--- src/rtl/assert_macros.svh ---
// Assertion macros used by the core RTL file of the hash index.
`ifndef ASSERT_MACROS_SVH
`define ASSERT_MACROS_SVH

// Checks that the consequent holds in the same cycle as the antecedent.
`define CPHI_ASSERT_IMP(lbl, clk, rst, ante, cons, msg) \
  lbl: assert property (@(posedge clk) disable iff (rst) (ante) |-> (cons)) \
    else $error(msg);

// Checks that the consequent holds in the cycle after the antecedent.
`define CPHI_ASSERT_NXT(lbl, clk, rst, ante, cons, msg) \
  lbl: assert property (@(posedge clk) disable iff (rst) (ante) |=> (cons)) \
    else $error(msg);

`endif

--- src/rtl/cphi_ram.sv ---
// Generic single-write, single-read synchronous RAM with registered read data.
module cphi_ram #(
  parameter int WIDTH = 8,
  parameter int DEPTH = 16
) (
  input  logic                     clk,
  input  logic                     we,
  input  logic [$clog2(DEPTH)-1:0] waddr,
  input  logic [WIDTH-1:0]         wdata,
  input  logic [$clog2(DEPTH)-1:0] raddr,
  output logic [WIDTH-1:0]         rdata
);
  logic [WIDTH-1:0] mem [DEPTH];

  always_ff @(posedge clk) begin
    if (we) begin
      mem[waddr] <= wdata;
    end
    rdata <= mem[raddr];
  end
endmodule

--- config.mk ---
export PLATFORM = sky130hd
export DESIGN_NAME = cphi_ram
export DESIGN_NICKNAME = d
export VERILOG_FILES = /design/src/rtl/assert_macros.svh /design/src/rtl/cphi_ram.sv
export SDC_FILE = /design/constraint.sdc
export NUM_CORES = 1
export LEC_CHECK = 0
export BUFFER_PORTS_ARGS = -buffer_cell sky130_fd_sc_hd__buf_2
export CORE_ASPECT_RATIO = 1.1
export CORE_UTILIZATION = 50
export DETAILED_ROUTE_END_ITERATION = 8
export PLACE_DENSITY = 0.7
export SYNTH_ARGS = -nofsm -noshare
export SYNTH_HDL_FRONTEND = slang
export SYNTH_SLANG_ARGS = --single-unit
--- constraint.sdc ---
create_clock -name clk -period 1.7 [get_ports clk]
set_input_delay 0.255 -clock clk [delete_from_list [all_inputs] [get_ports clk]]
set_output_delay 0.255 -clock clk [all_outputs]
set_load 0.02 [all_outputs]
; Word-level counts from Yosys, hierarchy flattened
; Memories as Yosys holds them, arrays and structs flattened. A register that Yosys moved wholly into a read port is not among the register bits.
; Index checks and enable logic that the tools add are counted.
[classes]
muxes = 2
[ops]
columns = op, n
row1 = $mux W1, 2
[word_totals]
n_memories = 1
ff_bits = 0
inputBits = 18
output_inout_bits = 8
wordCells = 3
ram_bits = 128
[memory_table]
columns = memory, depth, width, read_ports, rd_ports_with_merged_regs, wr, line_no
row1 = mem, 16, 8, 1, 1, 1, cphi_ram.sv:13  ; logic [WIDTH-1:0] mem [DEPTH];

; Depth between registers and ports, before layout
[depth]
word_depth = 2
ltp_mapped = 5
mapped_depth_nobuf = 3

; Least setup slack after synthesis
; OpenSTA, ideal clock, no wires.
[synth_path]
path_kind = input to register
from = in waddr[2]
to = mem mem[0][0] (enable)
stages = 2
arrival_ns = 1.365
required_ns = 1.317
setup_ns = 0.383
path_buffers = 0
setup_slack_ns = -0.048
path_cell_list = or3b_2 > nor3_1
[synth_lines]
columns = element, line_no
row1 = start: declaration, cphi_ram.sv:8  ; input logic [$clog2(DEPTH)-1:0] waddr,
row2 = end: declaration, cphi_ram.sv:13
; Straight into the memory's write port.

==> out/qor.csv <==
metric;value;unit
run status;complete, no violations;
Lkg Pwr;2.13;nW
CP top delay family;multiplexers;
DP Wirelength;6270;um
critical path type;reg2reg;
largest net degree at the start of global routing;19;
Max stage delay on crit path;0.55;ns
Worst Max-Slew Pin Slew;0.369;ns
Reg2Reg Setup Slack;0.32;ns
Worst Hold End;mem[2][1];
post-route ant nets;0;
Synth top cells by count;128 x edfxtp_1, 18 x mux4_2, 16 x a22oi_1;
final cell count without fillers;420;
Iter 0 DRT Violations;173;
total chip power;7.73;mW
grt total ovfl;0;
placed cell count;388;
initial antenna violation count;0;
Initial Util;0.518;
Post-Route WL;9550;um
vias per cell;5.83;
Top FF cell, synth;edfxtp_1;
Clock Skew;0.00543;ns
final setup vio count;0;
RSZ-0062 raised after global routing;no;
post-CTS setup buffer count;0;
Worst Path Arrival;1.77;ns
Reg2Reg Depth;3;
fin nets;305;
Crit Reg-Reg Startpoint;mem[5][3];
Buf/Inv on CP;0;
MaxCap Viol Count;0;
most common cell in the netlist;edfxtp_1;
Yosys top cell area share;0.747;
row count;38;
DR vias;2450;
Worst Path Required;2.10;ns
crit path cell chain;mux4_1 > a22oi_1 > nand2_1;
mean post-synth cell area;22.5;um2
Post-synth EDFFs;128;
main area contributors after synthesis;edfxtp_1 75%, mux4_2 7.9%, mux4_1 7.1%;
CTS tree;yes;
fill count;644;
wire per inst;22.7;um
vias in the first global route;2616;
I/O Buffers;25;
post-synthesis net count;247;
hold depth;1;
CP Launch Type;flop;
Pwr per Cell Area;1260;nW/um2
count of state elements after synthesis;136;
die area;10700;um2
CTS Root Cell;clkbuf_8;
Vert. Die Dim;108;um
normalized max-slew margin;0.754;
post-synth cell types;19;
DRC Markers;0;
antenna fix cells;0;
CTS Buf Count;17;
Hold/Removal Path Class;in2reg;
maximum vdd drop;647;uV
CP endpoint kind;flop;
Fmax achieved;727;MHz
Core Region;9940;um2
first-pass GRT wire length;14700;um
Skew-Pair Late Insertion Delay;0.51;ns
DR pass1 iterations;4;
setup_tns;0;ns
# IOs;26;
Final GP Congestion;0.831;
RR Endpoint;rdata[3];
final period utilization;0.810;
Hold Fails Final Rpt;0;
overall routing resource usage;0.199;
Chip Width;98.7;um
fraction of registers with async set/reset;0;
biggest area consumer among synthesized cells;edfxtp_1;
Post-Syn Instances;229;
clock input transition at the sequential cells of the worst setup and hold paths;0.06;ns
Synth Warn #;0;
Final Slew Violations;0;
post-route minimum period;1.38;ns
Worst Path Max Fanout;1;
cts hold-fix bufs;0;
min-delay src;wdata[1];
CP max stage cell;mux4_1;
clock buffer depth;2;
post-synthesis sequential area ratio;0.778;
number of gates resized after cts;0;
Layout area overhead;19.4;%
H-tree levels;4;
ratio of cells with drive above 1 in the final layout;0.327;
clock sinks;136;
synthesized area;5150;um2
## power by group
part           leakage [nW]  internal, mW  switching [mW]
registers              1.22          3.75          0.0201
clock network         0.292          2.34            1.25
logic                 0.611         0.161           0.216
total                  2.13          6.25            1.48
## layout by cell type (no fill, tap or decap), types with 2 or more instances in the layout
cell type,instances
mux4_1,14
edfxtp_1,128
clkbuf_8,4
nor3_1,3
buf_4,21
nand3b_1,2
buf_2,25
dfxtp_1,8
clkinv_2,5
nand2b_1,2
nor2_1,13
clkbuf_16,16
a22oi_1,16
buf_12,3
nand2_1,9
mux4_2,18
clkbuf_1,3
bufinv_16,3
## routing by layer
layer  share of wire  vias up  track usage
li1                -     1091            -
met1            0.40     1255        0.240
met2            0.52       93        0.333
met3           0.059       11       0.0569
met4           0.016        0       0.0949
met5               0        -            0
## logic make-up (layout without fill, tap and decap cells)
family	Yosys count	after routing	synth area share
AO/OA/AOI/OAI	16	16	0.0233
buffers and inverters	10	81	0.0168
multiplexers	32	32	0.150
AND/OR/NAND/NOR	35	35	0.0318
flip-flops	136	136	0.778
## area by class of cell
type                    count  area (um2)  share of cell area
well taps                 120         150              0.0244
repair buffers             49         343              0.0558
flip-flops and latches    136        4000               0.651
clock buffers              23         467              0.0759
clock inverters             9         123              0.0199
multi-input cells          83        1060               0.173
## registers in the layout (all words and copies together) (netlist names)
name,count
mem,128
rdata,8
## worst register-to-register path: stages (launching register included)
cell and delay [ns]:
edfxtp_1 0.37, mux4_1 0.55, a22oi_1 0.26, nand2_1 0.08
## metrics by stage
stage               cell area (um2)  setup slack (ns)  hold slack (ns)  utilization
global route                   6150             0.257            0.111        0.619
CTS                            6150             0.329           0.0979        0.619
floorplan                      5150             0.179            0.354            -
global placement               5560            0.0424            0.629        0.559
finish                         6150             0.324            0.127        0.619
detailed placement             5560            0.0174            0.645        0.559
## worst max path at each step
stage / from / end / cells after the start
floorplan: waddr[2] / mem[3][0] / 2
global placement: raddr[0] / rdata[5] / 5
detailed placement: raddr[0] / rdata[5] / 5
CTS: mem[1][5] / rdata[5] / 3
global route: mem[5][3] / rdata[3] / 3
finish: mem[5][3] / rdata[3] / 3
(Power assumes the default switching activity.)
