File: config.mk
export PLATFORM = sky130hd
export DESIGN_NAME = cphi_mod
export DESIGN_NICKNAME = d
export VERILOG_FILES = /design/src/rtl/assert_macros.svh /design/src/rtl/cphi_mod.sv
export SDC_FILE = /design/constraint.sdc
export NUM_CORES = 1
export LEC_CHECK = 0
export ABC_AREA = 1
export BUFFER_PORTS_ARGS = -buffer_cell sky130_fd_sc_hd__buf_2
export CORE_MARGIN = 2
export CORE_UTILIZATION = 40
export DETAILED_ROUTE_END_ITERATION = 8
export HOLD_SLACK_MARGIN = 0.15
export SETUP_SLACK_MARGIN = 0.05
export SLEW_MARGIN = 25
export SYNTH_ARGS = -nofsm -noshare
export SYNTH_HDL_FRONTEND = slang
export SYNTH_SLANG_ARGS = --single-unit
File: constraint.sdc
create_clock -name clk -period 3.8 [get_ports clk]
set_input_delay 0.38 -clock clk [delete_from_list [all_inputs] [get_ports clk]]
set_output_delay 0.38 -clock clk [all_outputs]
set_load 0.01 [all_outputs]
File: src/rtl/assert_macros.svh
// Assertion macros used by the core RTL file of the hash index.
`ifndef ASSERT_MACROS_SVH
`define ASSERT_MACROS_SVH

// Checks that the consequent holds in the same cycle as the antecedent.
`define CPHI_ASSERT_IMP(lbl, clk, rst, ante, cons, msg) \
  lbl: assert property (@(posedge clk) disable iff (rst) (ante) |-> (cons)) \
    else $error(msg);

// Checks that the consequent holds in the cycle after the antecedent.
`define CPHI_ASSERT_NXT(lbl, clk, rst, ante, cons, msg) \
  lbl: assert property (@(posedge clk) disable iff (rst) (ante) |=> (cons)) \
    else $error(msg);

`endif

File: src/rtl/cphi_mod.sv
// Bit-serial remainder unit that reduces a 32-bit hash by the bucket count.
module cphi_mod #(
  parameter int DIV_W = 7
) (
  input  logic             clk,
  input  logic             rst,
  input  logic             start,
  input  logic [31:0]      dividend,
  input  logic [DIV_W-1:0] divisor,
  output logic             done,
  output logic [DIV_W-1:0] rem
);
  logic [31:0]      dq;
  logic [5:0]       cnt;
  logic             busy;
  logic [DIV_W:0]   trial;
  logic [DIV_W-1:0] rem_next;

  always_comb begin
    trial = {rem, dq[31]};
    if (trial >= {1'b0, divisor}) begin
      rem_next = DIV_W'(trial - {1'b0, divisor});
    end else begin
      rem_next = trial[DIV_W-1:0];
    end
  end

  always_ff @(posedge clk) begin
    if (rst) begin
      busy <= 1'b0;
      done <= 1'b0;
      cnt  <= '0;
    end else begin
      done <= 1'b0;
      if (start) begin
        busy <= 1'b1;
        cnt  <= '0;
      end else if (busy) begin
        cnt <= cnt + 6'd1;
        if (cnt == 6'd31) begin
          busy <= 1'b0;
          done <= 1'b1;
        end
      end
    end
  end

  always_ff @(posedge clk) begin
    if (start) begin
      dq  <= dividend;
      rem <= '0;
    end else if (busy) begin
      dq  <= {dq[30:0], 1'b0};
      rem <= rem_next;
    end
  end
endmodule

-- After elaboration in Yosys (flattened, before gate mapping)
Index checks and enable logic that the tools add are counted.
- logic and storage cells: 20
- memory bits (writable): 0
- flip-flop bits (word level): 47
- memory bits (read-only): 0
- memories kept: 0
- bits in latches: 0
- output and inout port bits: 8
- add/subtract/negate cells: 2
- $mul: 0
- magnitude comparators: 1
- reduce and logical (&&, ||, !) cells: 3
- shift operators: 0
- div/mod/pow operators: 0
- bitwise operators: 1
- equal/unequal tests: 1
- muxes and demuxes: 7
- operator list (cell ; count):
    2-to-1 mux 32 bit ; 2
    greater-or-equal comparator 8 x 7 -> 1 bit ; 1
    2-to-1 mux 7 bit ; 1
    subtractor 7 bit ; 1
    adder 6 x 1 -> 6 bit (second input constant) ; 1
    equality test 6 x 5 -> 1 bit (second input constant) ; 1
    2-to-1 mux 1 bit ; 4
    OR reduction 3 bit ; 1
    nonzero test 2 bit ; 1
    OR reduction 2 bit ; 1
    inverter 1 bit ; 1

-- Logic depth before layout (Yosys ltp)
- depth after elaboration: 4
- depth in mapped cells: 14
- gate-level depth less buffers: 14

-- Worst setup path before layout
Ideal clock, no wire load.
- kind: input -> register
- start: in start
- end: reg dq[0] (enable)
- data arrival time: 1.408 ns
- buffers on the path: 1
- stages on the path: 3
- setup slack: 2.003 ns
- setup time: 0.389 ns
- path through: buf_2 nor2_1 inv_1
- longest elaborated chain between the ends: 1
- ends and longest elaborated chain (element ; RTL line ; source):
    start: declaration ; cphi_mod.sv:7 ; input logic start,
    nonzero test 2 bit (no line) ; - ;
    end signal: assignment ; cphi_mod.sv:50 ; dq <= dividend;
    end signal: assignment ; cphi_mod.sv:53 ; dq <= {dq[30:0], 1'b0};
    end: declaration ; cphi_mod.sv:13 ; logic [31:0] dq;
Every way passes these cells.
A chain may end at the register's enable or synchronous reset.

-- Worst setup path in the final report
- start: reg dq[31]
- end: reg rem[6]
- longest elaborated chain between the ends: 2
- elaborated cells on any way between the ends: 3
- ends and longest elaborated chain (element ; RTL line ; source):
    subtractor 7 bit or greater-or-equal comparator 8 x 7 -> 1 bit (tied branches) ; cphi_mod.sv:22, cphi_mod.sv:21 ;
    2-to-1 mux 7 bit (*) ; cphi_mod.sv:21 ; if (trial >= {1'b0, divisor}) begin
    end signal: assignment ; cphi_mod.sv:54 ; rem <= rem_next;
    end: declaration ; cphi_mod.sv:11 ; output logic [DIV_W-1:0] rem
Every way passes the cells marked *; elsewhere a longest branch is shown, timed or not.

==> impl_results.md <==
- Outcome: finished clean
- Vias per cell: 4.59
- Later-pin clock latency in the skew report: 300 ps
- Number of distinct library cells after synthesis: 29
- Setup TNS: 0 ps
- Clk sink count: 47
- Clock skew: between 10 and 15 ps
- WP data arrival: approximately 2000 ps
- DRT Pass-1 Iters: 4
- Post-CTS sizing: 0
- Leak pwr: 1.43 nW
- Cell Area, Synth: between 2000 and 2500 µm²
- Post-DRT Antenna Nets: 0
- Placer Congestion: 0.766
- Pwr Total: about 0.0011 W
- Die height: just over 80 µm
- Share of cells above drive strength 1: just under 20%
- Most common cell after layout, fill and taps aside: nand2_1
- Worst min path class: in2reg
- Vias: 1,909
- PwrDens: 386 nW/µm²
- Max-cap viol count: 0
- FF+latch count, synth: 47
- Critical path class: reg2reg
- Mux cell area share after synthesis: 0%
- H-Tree Depth: 2
- CP Max Fanout: 9
- Total track usage: 14.3%
- Compound-Gate Fraction of Synth Area: 3.29%
- First-pass GRT wire length: roughly 7400 µm
- Routed WL: 4500 µm
- Initial Utilization: about 40%
- CTS max path bufs: 2
- Starting DRC count in detailed routing: 83
- I/O pin total: 50
- Full die area: ~6600 µm²
- Slew Viols, Final: 0
- Fmax: roughly 540 MHz
- Area grow syn2layout: 16.9%
- Peak VDD IR: 0.000251 V
- Synthesis Warnings: 0
- Placed insts: around 410
- Total grt overflow: 0
- Endpoints failing setup: 0
- Unrepaired setup endpoints after global routing: no
- Seq/Total Area, Yosys: between 50 and 60%
- Antenna violations before repair: 0
- Clock root buffer: clkbuf_8
- Total CTS buffers: 5
- Net Count, Synth: between 300 and 400
- Largest net degree at the start of global routing: 38
- Setup bufs post-CTS: 0
- Simple-gate share of the synthesized area: between 30% and 40%
- CTS tree: done
- Largest family of logic cells by synthesized area: simple AND/OR/NAND/NOR gates
- Core footprint: slightly below 6000 µm²
- Hold path startpoint: dividend[0]
- Post-Synth XOR/XNOR Area: 0.732%
- Detailed placer's ending HPWL: roughly 3100 µm
- Worst-Margin Slew: around 900 ps
- Fill cell count: 586
- Cell Rows: 28
- Final Hold Viols: 0
- Fin util: approximately 48%
- Clk pin slew, worst setup/hold paths: ~90 ps
- Nets: 391
- Post-CTS Hold Buffers: 0
- Layout Cells excl Fill: 416
- Die Wd: 81.3 µm
- Reg2Reg Setup Slack: between 1500 and 2000 ps
- CP Launch Type: flop
- # DRC: 0
- Vias in the first global route: around 1,700
- Most frequent cells in the layout: 136 x nand2_1, 49 x buf_2, 32 x edfxtp_1
- Slew HR: between 40 and 50%
- Mean Syn Cell Area: 8.25 µm²
- Port Buf Inserts: 49
- Post-Synth Adder-Cell Area: ~5.0%
- CP endpoint kind: flop
- Tmin final: 1860 ps
- R2R Path Start: dq[31]$_DFFE_PP_
- Ant. Diodes: 0
- Req. time, crit path: about 4000 ps
- CP Launch Point: dq[31]$_DFFE_PP_
- Mapped Cells: 290
- Crit share post-route: ~49%
- Wire per inst: about 11 µm
## final cells by class
cell class | instances | area (µm²) | area share [%]
clock buffers | 6 | 72.6 | 2.60
clock inverters | 2 | 13.8 | 0.492
inverters | 32 | 120 | 4.30
multi-input cells | 204 | 982 | 35.1
flip-flops and latches | 47 | 1260 | 45.1
well taps | 75 | 93.8 | 3.36
repair buffers | 50 | 253 | 9.04
## synthesized netlist by cell type
master | number | share of area [%]
clkbuf_1 | 4 | 0.63
xnor2_1 | 1 | 0.37
xor2_1 | 1 | 0.37
inv_1 | 29 | 4.6
dfxtp_1 | 15 | 13
o21ai_1 | 5 | 1.0
nor2_8 | 1 | 0.84
nand2_1 | 136 | 21
inv_2 | 2 | 0.31
nor3b_1 | 1 | 0.31
nand3b_1 | 2 | 0.63
buf_1 | 1 | 0.16
ha_1 | 8 | 4.2
nor2_1 | 10 | 1.6
nand4_1 | 2 | 0.52
nand2_4 | 2 | 0.94
a21oi_1 | 4 | 0.84
nor3_1 | 4 | 0.84
nand3_1 | 17 | 3.6
a31oi_1 | 2 | 0.52
nor3_2 | 1 | 0.42
or2_1 | 2 | 0.52
edfxtp_1 | 32 | 40
nand2_2 | 2 | 0.52
buf_2 | 2 | 0.42
clkinv_1 | 1 | 0.16
o21ai_0 | 1 | 0.21
a21oi_4 | 1 | 0.68
fa_1 | 1 | 0.84
## worst max-delay path: stages (launching register included)
cell	delay, ps
edfxtp_1	360
inv_1	80
ha_1	140
inv_1	70
fa_1	410
nand2_1	80
nand2_1	80
nand2_2	80
nand2_2	60
nand2_4	120
nand3_1	80
nand2_1	70
inv_1	40
nand2_1	40
nand2_1	40
## metrics by stage
| step | hold WS [ps] | area, µm² | worst slack (ps) |
|---|---|---|---|
| floorplan | 455 | 2390 | 2000 |
| global placement | 478 | 2710 | 1710 |
| detailed placement | 482 | 2710 | 1600 |
| CTS | 321 | 2800 | 1930 |
| global route | 330 | 2800 | 1760 |
| finish | 328 | 2800 | 1940 |
## path summary, 6_finish.rpt
kind,end,cells after the start
setup / recovery,rem[6]$_SDFFE_PP0P_,14
hold / removal,dq[0]$_SDFFCE_PN0P_,3
setup reg to reg,rem[6]$_SDFFE_PP0P_,14
hold reg to reg,cnt[0]$_SDFFE_PP0P_,2
## registers in the layout (all words and copies together) (netlist names)
| register | count |
|---|---|
| rem | 7 |
| dq | 32 |
| done | 1 |
| busy | 1 |
| cnt | 6 |
## power by group
group | total [W] | switching (W) | internal [W]
Combinational | 0.000169 | 0.000101 | 0.0000677
Clock | 0.000299 | 0.000169 | 0.000130
Sequential | 0.000613 | 0.0000166 | 0.000596
## metal layers
metal | GRT usage [%] | share of wire, %
met1 | 18.6 | 49
met2 | 23.9 | 47
met3 | 3.00 | 4.2
met4 | 4.07 | 0.42
met5 | 0 | 0
## cell families (layout without fill, tap and decap cells)
family | after synthesis | in the layout
simple gates | 180 | 180
flops | 47 | 47
buf+inv | 39 | 90
compound gates | 13 | 13
fa+ha+maj | 9 | 9
xor+xnor | 2 | 2
No activity file was read; power rests on OpenSTA's default activity.
